File: config.mk
export PLATFORM = sky130hd
export DESIGN_NAME = best_fit_aligned_segment_allocator
export DESIGN_NICKNAME = d
export VERILOG_FILES = /design/src/hdl/bfasa_pkg.sv /design/src/hdl/bfasa_ram.sv /design/src/hdl/bfasa_datapath.sv /design/src/hdl/bfasa_ctrl.sv /design/src/hdl/best_fit_aligned_segment_allocator.sv
export VERILOG_INCLUDE_DIRS = /design/src /design/src/hdl
export SDC_FILE = /design/constraint.sdc
export NUM_CORES = 2
export LEC_CHECK = 0
export BUFFER_PORTS_ARGS = -buffer_cell sky130_fd_sc_hd__buf_2
export CAP_MARGIN = 10
export CORE_MARGIN = 3
export CORE_UTILIZATION = 50
export CTS_BUF_LIST = sky130_fd_sc_hd__clkbuf_16
export DETAILED_ROUTE_END_ITERATION = 8
export PLACE_DENSITY_LB_ADDON = 0.15
export SLEW_MARGIN = 0
export SYNTH_ARGS = -nofsm -noshare
export SYNTH_HDL_FRONTEND = slang
export SYNTH_SLANG_ARGS = --single-unit
File: constraint.sdc
create_clock -name i_clk -period 10 [get_ports i_clk]
set_clock_uncertainty 0.1 [all_clocks]
set_input_delay 0.5 -clock i_clk [delete_from_list [all_inputs] [get_ports i_clk]]
set_output_delay 0.5 -clock i_clk [all_outputs]
set_load 0.005 [all_outputs]
File: src/hdl/best_fit_aligned_segment_allocator_assert.svh
// ----------------------------------------------------------------------------
// allocator assertion macros
// concurrent assertion wrappers, compiled out when ASSERT_OFF is defined
// ----------------------------------------------------------------------------
`ifndef BEST_FIT_ALIGNED_SEGMENT_ALLOCATOR_ASSERT_SVH
`define BEST_FIT_ALIGNED_SEGMENT_ALLOCATOR_ASSERT_SVH
`ifndef ASSERT_OFF
`define BFASA_ASSERT(lbl, clk, rstn, prop, msg) \
    lbl: assert property (@(posedge clk) disable iff (!rstn) prop) else $error(msg);
`define BFASA_ASSERT_IMP(lbl, clk, rstn, ante, cons, msg) \
    lbl: assert property (@(posedge clk) disable iff (!rstn) (ante) |-> (cons)) else $error(msg);
`else
`define BFASA_ASSERT(lbl, clk, rstn, prop, msg)
`define BFASA_ASSERT_IMP(lbl, clk, rstn, ante, cons, msg)
`endif
`endif

File: src/hdl/bfasa_pkg.sv
// ----------------------------------------------------------------------------
// allocator package
// sizes, codes and shared types of the segment allocator
// ----------------------------------------------------------------------------
`default_nettype none
package bfasa_pkg;
    localparam int BLOCK_BYTES  = 65536;
    localparam int MAX_BLOCKS   = 8;
    localparam int MAX_SEGMENTS = 64;
    localparam int SEG_IW       = $clog2(MAX_SEGMENTS);
    localparam int BO_W         = $clog2(MAX_BLOCKS + 1);

    localparam logic REQ_ALLOC = 1'b0;
    localparam logic REQ_FREE  = 1'b1;

    typedef enum logic [1:0] {
        ST_OK         = 2'd0,
        ST_TOO_LARGE  = 2'd1,
        ST_NO_BLOCK   = 2'd2,
        ST_TABLE_FULL = 2'd3
    } t_status;

    typedef struct packed {
        logic [2:0]  blk;
        logic [15:0] start;
        logic [16:0] len;
    } t_seg;

    typedef struct packed {
        logic load;
        logic scan;
        logic decide;
        logic wr0;
        logic wr1;
        logic out_load;
    } t_cmd;

    typedef struct packed {
        logic last_issued;
    } t_stat;
endpackage
`default_nettype wire

File: src/hdl/bfasa_ram.sv
// ----------------------------------------------------------------------------
// generic ram
// one write port, one read port with registered read data
// ----------------------------------------------------------------------------
`default_nettype none
module bfasa_ram #(
    parameter int WIDTH = 8,
    parameter int DEPTH = 16,
    localparam int AW = $clog2(DEPTH)
) (
    input  wire logic             i_clk,
    input  wire logic             i_we,
    input  wire logic [AW-1:0]    i_waddr,
    input  wire logic [WIDTH-1:0] i_wdata,
    input  wire logic [AW-1:0]    i_raddr,
    output logic      [WIDTH-1:0] o_rdata
);
    logic [WIDTH-1:0] r_mem [DEPTH];

    always_ff @(posedge i_clk) begin
        if (i_we) begin
            r_mem[i_waddr] <= i_wdata;
        end
        o_rdata <= r_mem[i_raddr];
    end
endmodule
`default_nettype wire

File: src/hdl/bfasa_datapath.sv
// ----------------------------------------------------------------------------
// allocator datapath
// segment table, scan evaluation, update planning and result registers
// ----------------------------------------------------------------------------
`default_nettype none
`include "best_fit_aligned_segment_allocator_assert.svh"
module bfasa_datapath (
    input  wire logic                i_clk,
    input  wire logic                i_rst_n,
    input  wire bfasa_pkg::t_cmd     i_cmd,
    output bfasa_pkg::t_stat         o_stat,
    input  wire logic                i_req_type,
    input  wire logic [16:0]         i_req_size,
    input  wire logic [4:0]          i_req_align_log2,
    input  wire logic [2:0]          i_req_block,
    input  wire logic [15:0]         i_req_offset,
    output logic      [1:0]          o_status,
    output logic      [2:0]          o_alloc_block,
    output logic      [15:0]         o_alloc_offset
);
    localparam int IW = bfasa_pkg::SEG_IW;
    localparam int BW = bfasa_pkg::BO_W;

    // latched request
    logic        r_type;
    logic [16:0] r_size;
    logic [4:0]  r_lg;
    logic [2:0]  r_blk;
    logic [15:0] r_off;

    logic [bfasa_pkg::MAX_SEGMENTS-1:0] r_valid;
    logic [IW:0]   r_nfree;
    logic [BW-1:0] r_opened;

    logic [IW-1:0] r_rd_idx;
    logic          r_ev;
    logic [IW-1:0] r_ev_idx;

    // scan findings
    logic          r_f0v, r_f1v;
    logic [IW-1:0] r_f0, r_f1;
    logic          r_bv;
    logic [IW-1:0] r_bidx;
    bfasa_pkg::t_seg r_bseg;
    logic [16:0]   r_bfront;
    logic          r_lv;
    logic [IW-1:0] r_lidx;
    bfasa_pkg::t_seg r_lseg;
    logic          r_rv;
    logic [IW-1:0] r_ridx;
    logic [16:0]   r_rlen;

    // update plan and result
    logic          r_w0_en, r_w1_en;
    logic [IW-1:0] r_w0_idx, r_w1_idx;
    bfasa_pkg::t_seg r_w0_seg, r_w1_seg;
    logic [1:0]    r_res_status;
    logic [2:0]    r_res_blk;
    logic [15:0]   r_res_off;

    bfasa_pkg::t_seg rd_seg;
    logic            ram_we;
    logic [IW-1:0]   ram_waddr;
    bfasa_pkg::t_seg ram_wdata;

    assign ram_we    = (i_cmd.wr0 && r_w0_en) || (i_cmd.wr1 && r_w1_en);
    assign ram_waddr = i_cmd.wr0 ? r_w0_idx : r_w1_idx;
    assign ram_wdata = i_cmd.wr0 ? r_w0_seg : r_w1_seg;

    bfasa_ram #(
        .WIDTH ($bits(bfasa_pkg::t_seg)),
        .DEPTH (bfasa_pkg::MAX_SEGMENTS)
    ) u_seg_ram (
        .i_clk   (i_clk),
        .i_we    (ram_we),
        .i_waddr (ram_waddr),
        .i_wdata (ram_wdata),
        .i_raddr (r_rd_idx),
        .o_rdata (rd_seg)
    );

    assign o_stat.last_issued = (r_rd_idx == IW'(bfasa_pkg::MAX_SEGMENTS - 1));

    // evaluation of the entry whose read data is back
    logic        ev_v;
    logic [31:0] mask;
    logic [32:0] al, front;
    logic        fits, better, lc, rc;
    logic [17:0] req_end;

    always_comb begin
        ev_v    = r_valid[r_ev_idx];
        mask    = ~(32'hFFFF_FFFF << r_lg);
        al      = (33'(rd_seg.start) + 33'(mask)) & ~33'(mask);
        front   = al - 33'(rd_seg.start);
        fits    = (front <= 33'(rd_seg.len)) && (r_size <= (rd_seg.len - front[16:0]));
        better  = !r_bv || (rd_seg.len < r_bseg.len)
                || ((rd_seg.len == r_bseg.len) && ((rd_seg.blk < r_bseg.blk)
                || ((rd_seg.blk == r_bseg.blk) && (rd_seg.start < r_bseg.start))));
        req_end = 18'(r_off) + 18'(r_size);
        lc      = (18'(rd_seg.start) + 18'(rd_seg.len)) == 18'(r_off);
        rc      = 18'(rd_seg.start) == req_end;
    end

    // decision once the scan is complete
    logic          d_open, d_clr_en;
    logic [IW-1:0] d_clr_idx;
    logic          d_w0_en, d_w1_en;
    logic [IW-1:0] d_w0_idx, d_w1_idx;
    bfasa_pkg::t_seg d_w0_seg, d_w1_seg;
    logic [1:0]    d_status;
    logic [2:0]    d_blk;
    logic [15:0]   d_off;
    logic [16:0]   tail_fit, tail_new;
    logic [IW-1:0] slot_a, slot_b;
    logic          a_is_f0;

    always_comb begin
        d_open    = 1'b0;
        d_clr_en  = 1'b0;
        d_clr_idx = r_bidx;
        d_w0_en   = 1'b0;
        d_w1_en   = 1'b0;
        d_w0_idx  = r_f0;
        d_w1_idx  = r_f0;
        d_w0_seg  = '0;
        d_w1_seg  = '0;
        d_status  = bfasa_pkg::ST_OK;
        d_blk     = '0;
        d_off     = '0;
        tail_fit  = r_bseg.len - r_bfront - r_size;
        tail_new  = 17'(bfasa_pkg::BLOCK_BYTES) - r_size;
        // freed best entry joins the free slots; remainders go lowest first
        a_is_f0   = r_f0v && (r_f0 < r_bidx);
        slot_a    = a_is_f0 ? r_f0 : r_bidx;
        slot_b    = a_is_f0 ? ((r_f1v && (r_f1 < r_bidx)) ? r_f1 : r_bidx) : r_f0;
        if (r_type == bfasa_pkg::REQ_ALLOC) begin
            if ((r_size == '0) || (r_size > 17'(bfasa_pkg::BLOCK_BYTES))) begin
                d_status = bfasa_pkg::ST_TOO_LARGE;
            end else if (r_bv) begin
                if ((r_bfront != '0) && (tail_fit != '0) && (r_nfree == '0)) begin
                    d_status = bfasa_pkg::ST_TABLE_FULL;
                end else begin
                    d_clr_en = 1'b1;
                    d_w0_en  = r_bfront != '0;
                    d_w0_idx = slot_a;
                    d_w0_seg = '{blk: r_bseg.blk, start: r_bseg.start, len: r_bfront};
                    d_w1_en  = tail_fit != '0;
                    d_w1_idx = (r_bfront != '0) ? slot_b : slot_a;
                    d_w1_seg = '{blk: r_bseg.blk,
                                 start: r_bseg.start + r_bfront[15:0] + r_size[15:0],
                                 len: tail_fit};
                    d_blk    = r_bseg.blk;
                    d_off    = r_bseg.start + r_bfront[15:0];
                end
            end else if (r_opened >= BW'(bfasa_pkg::MAX_BLOCKS)) begin
                d_status = bfasa_pkg::ST_NO_BLOCK;
            end else if ((tail_new != '0) && (r_nfree == '0)) begin
                d_status = bfasa_pkg::ST_TABLE_FULL;
            end else begin
                d_open   = 1'b1;
                d_w1_en  = tail_new != '0;
                d_w1_idx = r_f0;
                d_w1_seg = '{blk: 3'(r_opened), start: r_size[15:0], len: tail_new};
                d_blk    = 3'(r_opened);
            end
        end else if ((r_size != '0) && (4'(r_blk) < 4'(r_opened))
                && (req_end <= 18'(bfasa_pkg::BLOCK_BYTES))) begin
            if (r_lv) begin
                d_w0_en  = 1'b1;
                d_w0_idx = r_lidx;
                d_w0_seg = '{blk: r_blk, start: r_lseg.start,
                             len: 17'(r_lseg.len + r_size + (r_rv ? r_rlen : 17'd0))};
                d_clr_en  = r_rv;
                d_clr_idx = r_ridx;
            end else if (r_rv) begin
                d_w0_en  = 1'b1;
                d_w0_idx = r_ridx;
                d_w0_seg = '{blk: r_blk, start: r_off, len: 17'(r_size + r_rlen)};
            end else if (r_nfree == '0) begin
                d_status = bfasa_pkg::ST_TABLE_FULL;
            end else begin
                d_w0_en  = 1'b1;
                d_w0_idx = r_f0;
                d_w0_seg = '{blk: r_blk, start: r_off, len: r_size};
            end
        end
    end

    always_ff @(posedge i_clk) begin
        if (!i_rst_n) begin
            r_valid  <= '0;
            r_nfree  <= (IW + 1)'(bfasa_pkg::MAX_SEGMENTS);
            r_opened <= '0;
            r_ev     <= 1'b0;
            r_rd_idx <= '0;
        end else begin
            r_ev     <= i_cmd.scan;
            r_ev_idx <= r_rd_idx;
            if (i_cmd.load) begin
                r_type   <= i_req_type;
                r_size   <= i_req_size;
                r_lg     <= i_req_align_log2;
                r_blk    <= i_req_block;
                r_off    <= i_req_offset;
                r_rd_idx <= '0;
                r_f0v    <= 1'b0;
                r_f1v    <= 1'b0;
                r_bv     <= 1'b0;
                r_lv     <= 1'b0;
                r_rv     <= 1'b0;
            end
            if (i_cmd.scan) begin
                r_rd_idx <= r_rd_idx + 1'b1;
            end
            if (r_ev) begin
                if (!ev_v) begin
                    if (!r_f0v) begin
                        r_f0v <= 1'b1;
                        r_f0  <= r_ev_idx;
                    end else if (!r_f1v) begin
                        r_f1v <= 1'b1;
                        r_f1  <= r_ev_idx;
                    end
                end else if (r_type == bfasa_pkg::REQ_ALLOC) begin
                    if (fits && better) begin
                        r_bv     <= 1'b1;
                        r_bidx   <= r_ev_idx;
                        r_bseg   <= rd_seg;
                        r_bfront <= front[16:0];
                    end
                end else if (rd_seg.blk == r_blk) begin
                    if (!r_lv && lc) begin
                        r_lv   <= 1'b1;
                        r_lidx <= r_ev_idx;
                        r_lseg <= rd_seg;
                    end else if (!r_rv && rc) begin
                        r_rv   <= 1'b1;
                        r_ridx <= r_ev_idx;
                        r_rlen <= rd_seg.len;
                    end
                end
            end
            if (i_cmd.decide) begin
                r_w0_en      <= d_w0_en;
                r_w0_idx     <= d_w0_idx;
                r_w0_seg     <= d_w0_seg;
                r_w1_en      <= d_w1_en;
                r_w1_idx     <= d_w1_idx;
                r_w1_seg     <= d_w1_seg;
                r_res_status <= d_status;
                r_res_blk    <= d_blk;
                r_res_off    <= d_off;
                if (d_open) begin
                    r_opened <= r_opened + 1'b1;
                end
                if (d_clr_en) begin
                    r_valid[d_clr_idx] <= 1'b0;
                    r_nfree            <= r_nfree + 1'b1;
                end
            end
            if (ram_we) begin
                r_valid[ram_waddr] <= 1'b1;
                if (!r_valid[ram_waddr]) begin
                    r_nfree <= r_nfree - 1'b1;
                end
            end
            if (i_cmd.out_load) begin
                o_status       <= r_res_status;
                o_alloc_block  <= r_res_blk;
                o_alloc_offset <= r_res_off;
            end
        end
    end

    `BFASA_ASSERT(a_nfree_matches, i_clk, i_rst_n,
        r_nfree == (IW + 1)'($countones(~r_valid)), "free count out of step with valid bits")
    `BFASA_ASSERT(a_opened_bound, i_clk, i_rst_n,
        r_opened <= BW'(bfasa_pkg::MAX_BLOCKS), "too many blocks opened")
    `BFASA_ASSERT(a_write_sets_valid, i_clk, i_rst_n,
        ram_we |=> r_valid[$past(ram_waddr)], "written entry not marked valid")
endmodule
`default_nettype wire

File: src/hdl/bfasa_ctrl.sv
// ----------------------------------------------------------------------------
// allocator controller
// sequences load, table scan, decision, table writes and result hand-off
// ----------------------------------------------------------------------------
`default_nettype none
`include "best_fit_aligned_segment_allocator_assert.svh"
module bfasa_ctrl (
    input  wire logic             i_clk,
    input  wire logic             i_rst_n,
    input  wire logic             i_valid,
    output logic                  o_ready,
    output logic                  o_valid,
    input  wire logic             i_ready,
    input  wire bfasa_pkg::t_stat i_stat,
    output bfasa_pkg::t_cmd       o_cmd
);
    typedef enum logic [2:0] {
        S_IDLE, S_SCAN, S_DRAIN, S_DECIDE, S_WR0, S_WR1, S_OUT
    } t_state;

    t_state r_state;
    logic   r_out_valid;
    logic   out_free;

    assign o_ready  = (r_state == S_IDLE);
    assign o_valid  = r_out_valid;
    assign out_free = !r_out_valid || i_ready;

    always_comb begin
        o_cmd          = '0;
        o_cmd.load     = (r_state == S_IDLE) && i_valid;
        o_cmd.scan     = (r_state == S_SCAN);
        o_cmd.decide   = (r_state == S_DECIDE);
        o_cmd.wr0      = (r_state == S_WR0);
        o_cmd.wr1      = (r_state == S_WR1);
        o_cmd.out_load = (r_state == S_OUT) && out_free;
    end

    always_ff @(posedge i_clk) begin
        if (!i_rst_n) begin
            r_state     <= S_IDLE;
            r_out_valid <= 1'b0;
        end else begin
            if (o_cmd.out_load) begin
                r_out_valid <= 1'b1;
            end else if (i_ready) begin
                r_out_valid <= 1'b0;
            end
            case (r_state)
                S_IDLE: begin
                    if (i_valid) r_state <= S_SCAN;
                end
                S_SCAN: begin
                    if (i_stat.last_issued) r_state <= S_DRAIN;
                end
                S_DRAIN:  r_state <= S_DECIDE;
                S_DECIDE: r_state <= S_WR0;
                S_WR0:    r_state <= S_WR1;
                S_WR1:    r_state <= S_OUT;
                S_OUT: begin
                    if (out_free) r_state <= S_IDLE;
                end
                default:  r_state <= S_IDLE;
            endcase
        end
    end

    `BFASA_ASSERT(a_accept_starts_scan, i_clk, i_rst_n,
        (i_valid && o_ready) |=> (r_state == S_SCAN), "request accepted without scan")
    `BFASA_ASSERT(a_load_shows_result, i_clk, i_rst_n,
        o_cmd.out_load |=> r_out_valid, "loaded result not presented")
    `BFASA_ASSERT_IMP(a_scan_only_in_scan, i_clk, i_rst_n,
        o_cmd.scan, !r_out_valid || (r_state == S_SCAN), "scan outside scan state")
endmodule
`default_nettype wire

File: src/hdl/best_fit_aligned_segment_allocator.sv
// ----------------------------------------------------------------------------
// best-fit aligned segment allocator
// best-fit allocate and coalescing free over a table of free segments
// ----------------------------------------------------------------------------
// Each request, from acceptance until its result is loaded, passes through a
// scan of every table entry through the single read port of the segment ram,
// then drain, decide, the two table writes and the result hand-off. One
// request is handled at a time, so a new request is not taken until the
// last one has finished; the result waits in an output register, and the
// next request is taken once that result has moved into it. The
// free-segment table needs no clearing pass after reset.
`default_nettype none
module best_fit_aligned_segment_allocator (
    input  wire logic        i_clk,
    input  wire logic        i_rst_n,
    input  wire logic        i_valid,
    output logic             o_ready,
    input  wire logic        i_req_type,
    input  wire logic [16:0] i_req_size,
    input  wire logic [4:0]  i_req_align_log2,
    input  wire logic [2:0]  i_req_block,
    input  wire logic [15:0] i_req_offset,
    output logic             o_valid,
    input  wire logic        i_ready,
    output logic [1:0]       o_status,
    output logic [2:0]       o_alloc_block,
    output logic [15:0]      o_alloc_offset
);
    bfasa_pkg::t_cmd  cmd;
    bfasa_pkg::t_stat stat;

    bfasa_ctrl u_ctrl (
        .i_clk   (i_clk),
        .i_rst_n (i_rst_n),
        .i_valid (i_valid),
        .o_ready (o_ready),
        .o_valid (o_valid),
        .i_ready (i_ready),
        .i_stat  (stat),
        .o_cmd   (cmd)
    );

    bfasa_datapath u_dp (
        .i_clk            (i_clk),
        .i_rst_n          (i_rst_n),
        .i_cmd            (cmd),
        .o_stat           (stat),
        .i_req_type       (i_req_type),
        .i_req_size       (i_req_size),
        .i_req_align_log2 (i_req_align_log2),
        .i_req_block      (i_req_block),
        .i_req_offset     (i_req_offset),
        .o_status         (o_status),
        .o_alloc_block    (o_alloc_block),
        .o_alloc_offset   (o_alloc_offset)
    );
endmodule
`default_nettype wire
## After elaboration in Yosys (flattened, before gate mapping)

Memories as Yosys holds them, arrays and structs flattened. A register that Yosys moved wholly into a read port is not among the register bits.
Cells that the tools add are included.

- Bits in registers: 400
- RAM bits: 2304
- Input bits: 46
- Output and inout port bits: 23
- Logic and storage cells: 281
- Memories: 1

Memories:

| memory | words | bits a word | read ports | clocked after Yosys merged registers in | wr ports | line | text |
|---|---|---|---|---|---|---|---|
| u_dp.u_seg_ram.r_mem | 64 | 36 | 1 | 1 | 1 | bfasa_ram.sv:18 | `logic [WIDTH-1:0] r_mem [DEPTH];` |

- $add $sub $neg: 17
- Order comparisons: 16
- Eq/ne operators: 15
- Shifts and indexed selects: 1
- Mux-type cells: 123
- Bitwise gates (word level): 12
- Reductions and logical operators: 50

Operators with widths:

| kind | count |
|---|---|
| $mux W36 | 13 |
| $mux W64 | 4 |
| $mux W6 | 21 |
| $reduce_bool A17 Y1 | 4 |
| $and A64 B64 Y64 | 1 |
| $not A64 Y64 | 1 |
| $or A64 B64 Y64 | 1 |
| $mux W1 | 58 |
| $add A17 B17 Y17 | 3 |
| $sub A17 B17 Y17 | 3 |
| $add A16 B17 Y18 | 2 |
| $add A16 B32 Y33 | 1 |
| $and A33 B33 Y33 | 1 |
| $le A33 B17 Y1 | 1 |
| $not A32 Y33 | 1 |
| $sub A33 B16 Y33 | 1 |
| $add A16 B16 Y16 | 2 |
| $not A32 Y32 | 1 |
| $shl A32 B5 Y32 const A | 1 |
| $mux W7 | 4 |
| $lt A6 B7 Y1 const B | 3 |
| $mux W3 | 7 |
| $pmux W3 S7 | 1 |
| $mux W2 | 10 |
| other kinds (44) | 89 |

## Longest topological paths before layout

- Depth after elaboration: 16
- Mapped depth: 37
- Depth with buffers taken out: 36

## Cells and area by module

From an unflattened synthesis, not the netlist that was laid out.

- Cell total of the unflattened synthesis: 6666
- Area total of the unflattened synthesis: 116391.6 µm²

Modules (own cells, without submodules):

| module | times used | cells an instance | area an instance (µm²) | seq. area each (µm²) |
|---|---|---|---|---|
| bfasa_ram | 1 | 3823 | 88082.0 | 69907.0 |
| bfasa_datapath | 1 | 2812 | 28028.1 | 10980.5 |
| bfasa_ctrl | 1 | 31 | 281.5 | 80.1 |

## Worst setup path before layout

No wires, ideal clock.

- Kind: reg2reg
- From: reg u_dp.r_lg[1]
- To: reg u_dp.r_bfront[0], enable pin
- Setup time: 0.476 ns
- Arrival time: 9.853 ns
- Required time: 9.424 ns
- Slack: -0.429 ns
- Cell stages (with the launch flop): 34
- Path buffers: 2
- Clock period less this slack: 10.429 ns
- Path through: edfxtp_1 clkbuf_1 or2_2 o21ai_0 inv_1 fa_1 a21oi_1 o21bai_1 nor3_1 o31ai_1 a31o_2 a21o_1 a21oi_1 xor2_1 nor2_1 ha_1 and2_1 a31o_2 xnor2_1 ha_1 clkbuf_1 nor2b_1 a22oi_1 o21ai_0 nor3b_1 ha_1 and4_1 nand2_1 or4_1 a211o_1 or4_1 a2111oi_0 nand4_1 nor2_1

- Word-level cells in the longest chain between the ends: 10
- Elaborated cells on any way between the ends: 12
- Those cells by class: add/sub: 3; order compare: 2; shift: 1; bitwise: 3; reduce/logical: 3

RTL lines:

| what | line | text |
|---|---|---|
| from (decl) | bfasa_datapath.sv:27 | `logic [4:0] r_lg;` |
| from (signal assigned) | bfasa_datapath.sv:203 | `r_lg <= i_req_align_log2;` |
| $shl A32 B5 Y32 * | bfasa_datapath.sv:93 | `mask = ~(32'hFFFF_FFFF << r_lg);` |
| $not A32 Y32 * | bfasa_datapath.sv:93 |  |
| $add A16 B32 Y33 or $not A32 Y33 (tied branches) | bfasa_datapath.sv:94 | `al = (33'(rd_seg.start) + 33'(mask)) & ~33'(mask);` |
| $and A33 B33 Y33 * | bfasa_datapath.sv:94 |  |
| $sub A33 B16 Y33 * | bfasa_datapath.sv:95 | `front = al - 33'(rd_seg.start);` |
| net u_dp.front[0] | bfasa_datapath.sv:87 | `logic [32:0] al, front;` |
| $sub A17 B17 Y17 | bfasa_datapath.sv:96 | `fits = (front <= 33'(rd_seg.len)) && (r_size <= (rd_seg.len - front[16:0]));` |
| $le A17 B17 Y1 | bfasa_datapath.sv:96 |  |
| $logic_and A1 B1 Y1 * | bfasa_datapath.sv:96 |  |
| $logic_and A1 B1 Y1 * | bfasa_datapath.sv:226 | `if (fits && better) begin` |
| $reduce_and A5 Y1 (no source line) * | -- |  |
| to (signal assigned) | bfasa_datapath.sv:230 | `r_bfront <= front[16:0];` |
| to (decl) | bfasa_datapath.sv:45 | `logic [16:0] r_bfront;` |

The timed path passes the listed nets; every way through them passes the cells marked *.
A chain may end at the register's enable or synchronous reset.

## Final worst setup path

- From: reg u_dp.r_lg[1]
- To: reg u_dp.r_bidx[5], enable pin

- Word-level cells in the longest chain between the ends: 10
- Elaborated cells on any way between the ends: 12
- Those cells by class: add/sub: 3; order compare: 2; shift: 1; bitwise: 3; reduce/logical: 3

RTL lines:

| what | line | text |
|---|---|---|
| $shl A32 B5 Y32 * | bfasa_datapath.sv:93 |  |
| $not A32 Y32 * | bfasa_datapath.sv:93 |  |
| $add A16 B32 Y33 or $not A32 Y33 (tied branches) | bfasa_datapath.sv:94 |  |
| $and A33 B33 Y33 * | bfasa_datapath.sv:94 |  |
| $sub A33 B16 Y33 * | bfasa_datapath.sv:95 |  |
| net u_dp.front[7] | bfasa_datapath.sv:87 |  |
| $sub A17 B17 Y17 | bfasa_datapath.sv:96 |  |
| $le A17 B17 Y1 | bfasa_datapath.sv:96 |  |
| $logic_and A1 B1 Y1 * | bfasa_datapath.sv:96 |  |
| $logic_and A1 B1 Y1 * | bfasa_datapath.sv:226 |  |
| $reduce_and A5 Y1 (no source line) * | -- |  |
| to (signal assigned) | bfasa_datapath.sv:228 | `r_bidx <= r_ev_idx;` |
| to (decl) | bfasa_datapath.sv:43 | `logic [IW-1:0] r_bidx;` |

Marks and branches as above.

==> reports/summary.json <==
{
  "path_class": "flop to flop",
  "grt_start_max_net_pins": 129,
  "top_level_ports": 69,
  "grt_overflow": 0,
  "synth_async_sr_flop_share": 0,
  "crit_path_max_fo": 18,
  "netlist_area_um2": 116500,
  "fmax_mhz": 107.8,
  "cp_data_required_time_ns": 10.46,
  "timing.max_cap.violations": 0,
  "yosysSeqAreaShare": 0.6947,
  "hold_viol": 0,
  "hold_ep": "u_dp.r_size[15]",
  "route.detailed.drc": 0,
  "slew_headroom": 0.1484,
  "post-synth-top-area-cell": "edfxtp_1",
  "gpl.final_weighted_congestion": 0.9711,
  "worst_case_reg_to_reg_path_depth": 33,
  "global_route_usage_sum": 0.2842,
  "irDropWorstVdd_mv": 0.1819,
  "cts_tree": "done",
  "grt_antenna_before_repair": 20,
  "crit_path_frequent_cell": "ha_1",
  "ant_nets": 0,
  "cts_htree_levels": 5,
  "totalNegativeSetupSlack_ns": 0,
  "class_of_the_worst_hold_path": "primary input to flop",
  "cts-root-buf": "clkbuf_16",
  "dieHeight_um": 488.8,
  "fillCellCount": 17278,
  "critical_path.reg2reg.endpoint": "u_dp.r_bidx[5]",
  "sum_of_routed_wire_length_over_all_layers_um": 338900,
  "sequential_cell_area_um2": 80990,
  "synthMostInstantiatedCell": "edfxtp_1",
  "reg2reg_setup_slack_ns": 0.72,
  "vias_in_the_first_global_route": 62790,
  "powerDensity_nw_per_um2": 185.5,
  "static-leakage-power_nw": 42.80,
  "timing.final.crit_period_ns": 9.280,
  "synthesis.yosys.warnings": 0,
  "ys_top_cells_by_area": "edfxtp_1 (67%), mux4_2 (15%), ha_1 (2.6%)",
  "syn-mean-instance-area_um2": 18.29,
  "hold_path_startpoint": "i_req_size[15]",
  "design.final.nets": 7028,
  "synth_fp_nets": 6697,
  "route.detailed.wl_per_inst_um": 34.08,
  "tritoncts.num_buffers": 301,
  "finalNonFillerCells": 9944,
  "clkLatencyLatePin_ns": 0.95,
  "placementRows": 176,
  "area_growth_syn_to_layout_pct": 12.76,
  "synth_flop_cell": "edfxtp_1",
  "critical-path-max-stage-delay_ns": 0.57,
  "synth_cells": 6371,
  "floorplan.core_area_um2": 231000,
  "grt_pass1_wl_um": 477900,
  "ys_seq_elements": 2737,
  "cp_slowest_cell": "edfxtp_1",
  "dp_hpwl_um": 200700,
  "layout_cell_share_with_drive_strength_beyond_1": 0.2355,
  "port_buffers": 68,
  "die_area_um2": 238900,
  "cp-start-kind": "flop",
  "finalMaxSlewViolations": 0,
  "post-route-period-util": 0.9280,
  "fp.dieW_um": 488.8,
  "finalSetupViolCount": 0,
  "post_synth_num_cell_types": 95,
  "post-synth-top-area-fraction": 0.6738,
  "numPlacedInstances": 9369,
  "cp.arrival_ns": 9.74,
  "cts-root-to-sink-buffers": 4,
  "cp-end-kind": "flop",
  "drt_iter0_drc": 8143,
  "run_status": "finished clean",
  "tightest_slew_ns": 1.242,
  "grt_setup_unrepaired": "no",
  "routed_via_density": 6.469,
  "start_util": 0.5045,
  "synth_enable_flop_cells": 2615,
  "hold_depth": 2,
  "vias": 64329,
  "firstDrtPassIters": 6,
  "numClockSinks": 2737,
  "worst_r2r_startpoint": "u_dp.r_lg[1]",
  "cts.clk_slew.worst_paths_ns": 0.06,
  "top_cells_by_instance_count_after_synthesis": "edfxtp_1 (2615), mux4_2 (762), nand2_1 (341), ha_1 (240), inv_1 (236)",
  "multi_input_comb_area_um2": 34070
}
worst max path at each step:
stage | to | depth (start not counted) | slack [ns] | startpoint
global route | u_dp.r_bidx[5] | 34 | 0.02 | u_dp.r_lg[1]
CTS | u_dp.r_bidx[5] | 34 | 0.25 | u_dp.r_lg[3]
finish | u_dp.r_bidx[5] | 33 | 0.72 | u_dp.r_lg[1]
detailed placement | u_dp.r_bseg[34] | 34 | 0.32 | u_dp.r_lg[3]
floorplan | u_dp.r_bfront[0] | 33 | 0.54 | u_dp.r_lg[1]
global placement | u_dp.r_bseg[34] | 34 | 0.37 | u_dp.r_lg[3]
per-stage QoR:
step                hold slack, ns  power, mW  setup WS (ns)  utilization  area (um^2)
finish                      0.1976      24.38         0.7196       0.5689       131400
global route                0.1602      25.09        0.02364       0.5689       131400
CTS                         0.1261      24.54         0.2456       0.5679       131200
detailed placement          0.3063      14.07         0.3223       0.5260       121500
global placement            0.3024      14.08         0.3748       0.5260       121500
floorplan                   0.3003      13.67         0.5393            -       116600
cell families (layout without fill, tap and decap cells):
| family | count (synthesis) | after routing | synth area share |
|---|---|---|---|
| compound gates | 849 | 849 | 0.04792 |
| xor+xnor | 167 | 167 | 0.01255 |
| fa+ha+maj | 280 | 280 | 0.03264 |
| buf+inv | 515 | 1053 | 0.01684 |
| flops | 2737 | 2737 | 0.6947 |
| mux | 844 | 844 | 0.1546 |
| other cells | 0 | 9 | 0 |
| simple gates | 979 | 979 | 0.04072 |
final cells by class:
type / instances / share of cell area
Antenna cell: 9 / 0.0001714
Clock buffer: 307 / 0.05845
Timing Repair Buffer: 307 / 0.01872
Multi-Input combinational cell: 3119 / 0.2592
Tap cell: 3026 / 0.02881
Sequential cell: 2737 / 0.6162
Inverter: 236 / 0.006740
Clock inverter: 203 / 0.01165
flip-flops by register name, indices dropped and copies added, names as in the netlist, 5 cells and up:
signal                  cells
u_dp.r_off                 16
u_dp.r_bseg                36
u_dp.r_w1_seg              33
u_dp.r_valid               64
u_dp.r_f0                   6
u_dp.r_f1                   6
u_dp.u_seg_ram.r_mem     2304
u_dp.r_size                17
u_dp.r_w1_idx               6
u_dp.r_lseg                33
u_dp.r_ev_idx               6
u_dp.r_lidx                 6
u_dp.r_rlen                17
u_dp.r_nfree                7
u_dp.r_w0_idx               6
u_dp.r_bfront              17
u_dp.r_bidx                 6
u_dp.r_rd_idx               6
u_dp.u_seg_ram.o_rdata     36
u_dp.r_res_off             16
u_dp.o_alloc_offset        16
u_dp.r_ridx                 6
u_dp.r_lg                   5
u_dp.r_w0_seg              36
routing by layer:
layer | global-route usage | vias up | part of all wire
li1 | - | 26573 | -
met1 | 0.4148 | 34079 | 0.42
met2 | 0.4417 | 3099 | 0.47
met3 | 0.04844 | 574 | 0.081
met4 | 0.09065 | 4 | 0.035
met5 | 0 | - | 0.000062
critical path: cells and delay by family (launching register included):
family	cells	cell delay (ns)
and+or+nand+nor	10	2.21
DFF	1	0.57
AOI/OAI and AO/OA	16	3.63
xor gates and xnor gates	1	0.39
buffers and inverters	2	0.48
adders and majority gates	4	1.54
where the power goes:
part / internal, mW / switching, mW / total [mW]
logic: 0.634 / 0.776 / 1.41
registers: 12.4 / 0.0463 / 12.4
clock network: 6.13 / 4.40 / 10.5
placed cells by master (no fill, tap or decap), types with 123 or more instances in the layout:
cell	n
edfxtp_1	2615
mux4_2	762
nand2_1	308
clkbuf_16	307
inv_1	256
ha_1	240
o21ai_0	214
buf_4	177
nor2_1	176
a21oi_1	171
xnor2_1	123
what timing repair did:
item                       in CTS  in global routing
buffers inserted                0                  2
setup endpoints to repair       0                 59
gates resized for setup         0                  6
hold endpoints to repair       47                  0
hold buffers                   45                  0
Note: power is estimated with default switching activity, not from simulation.
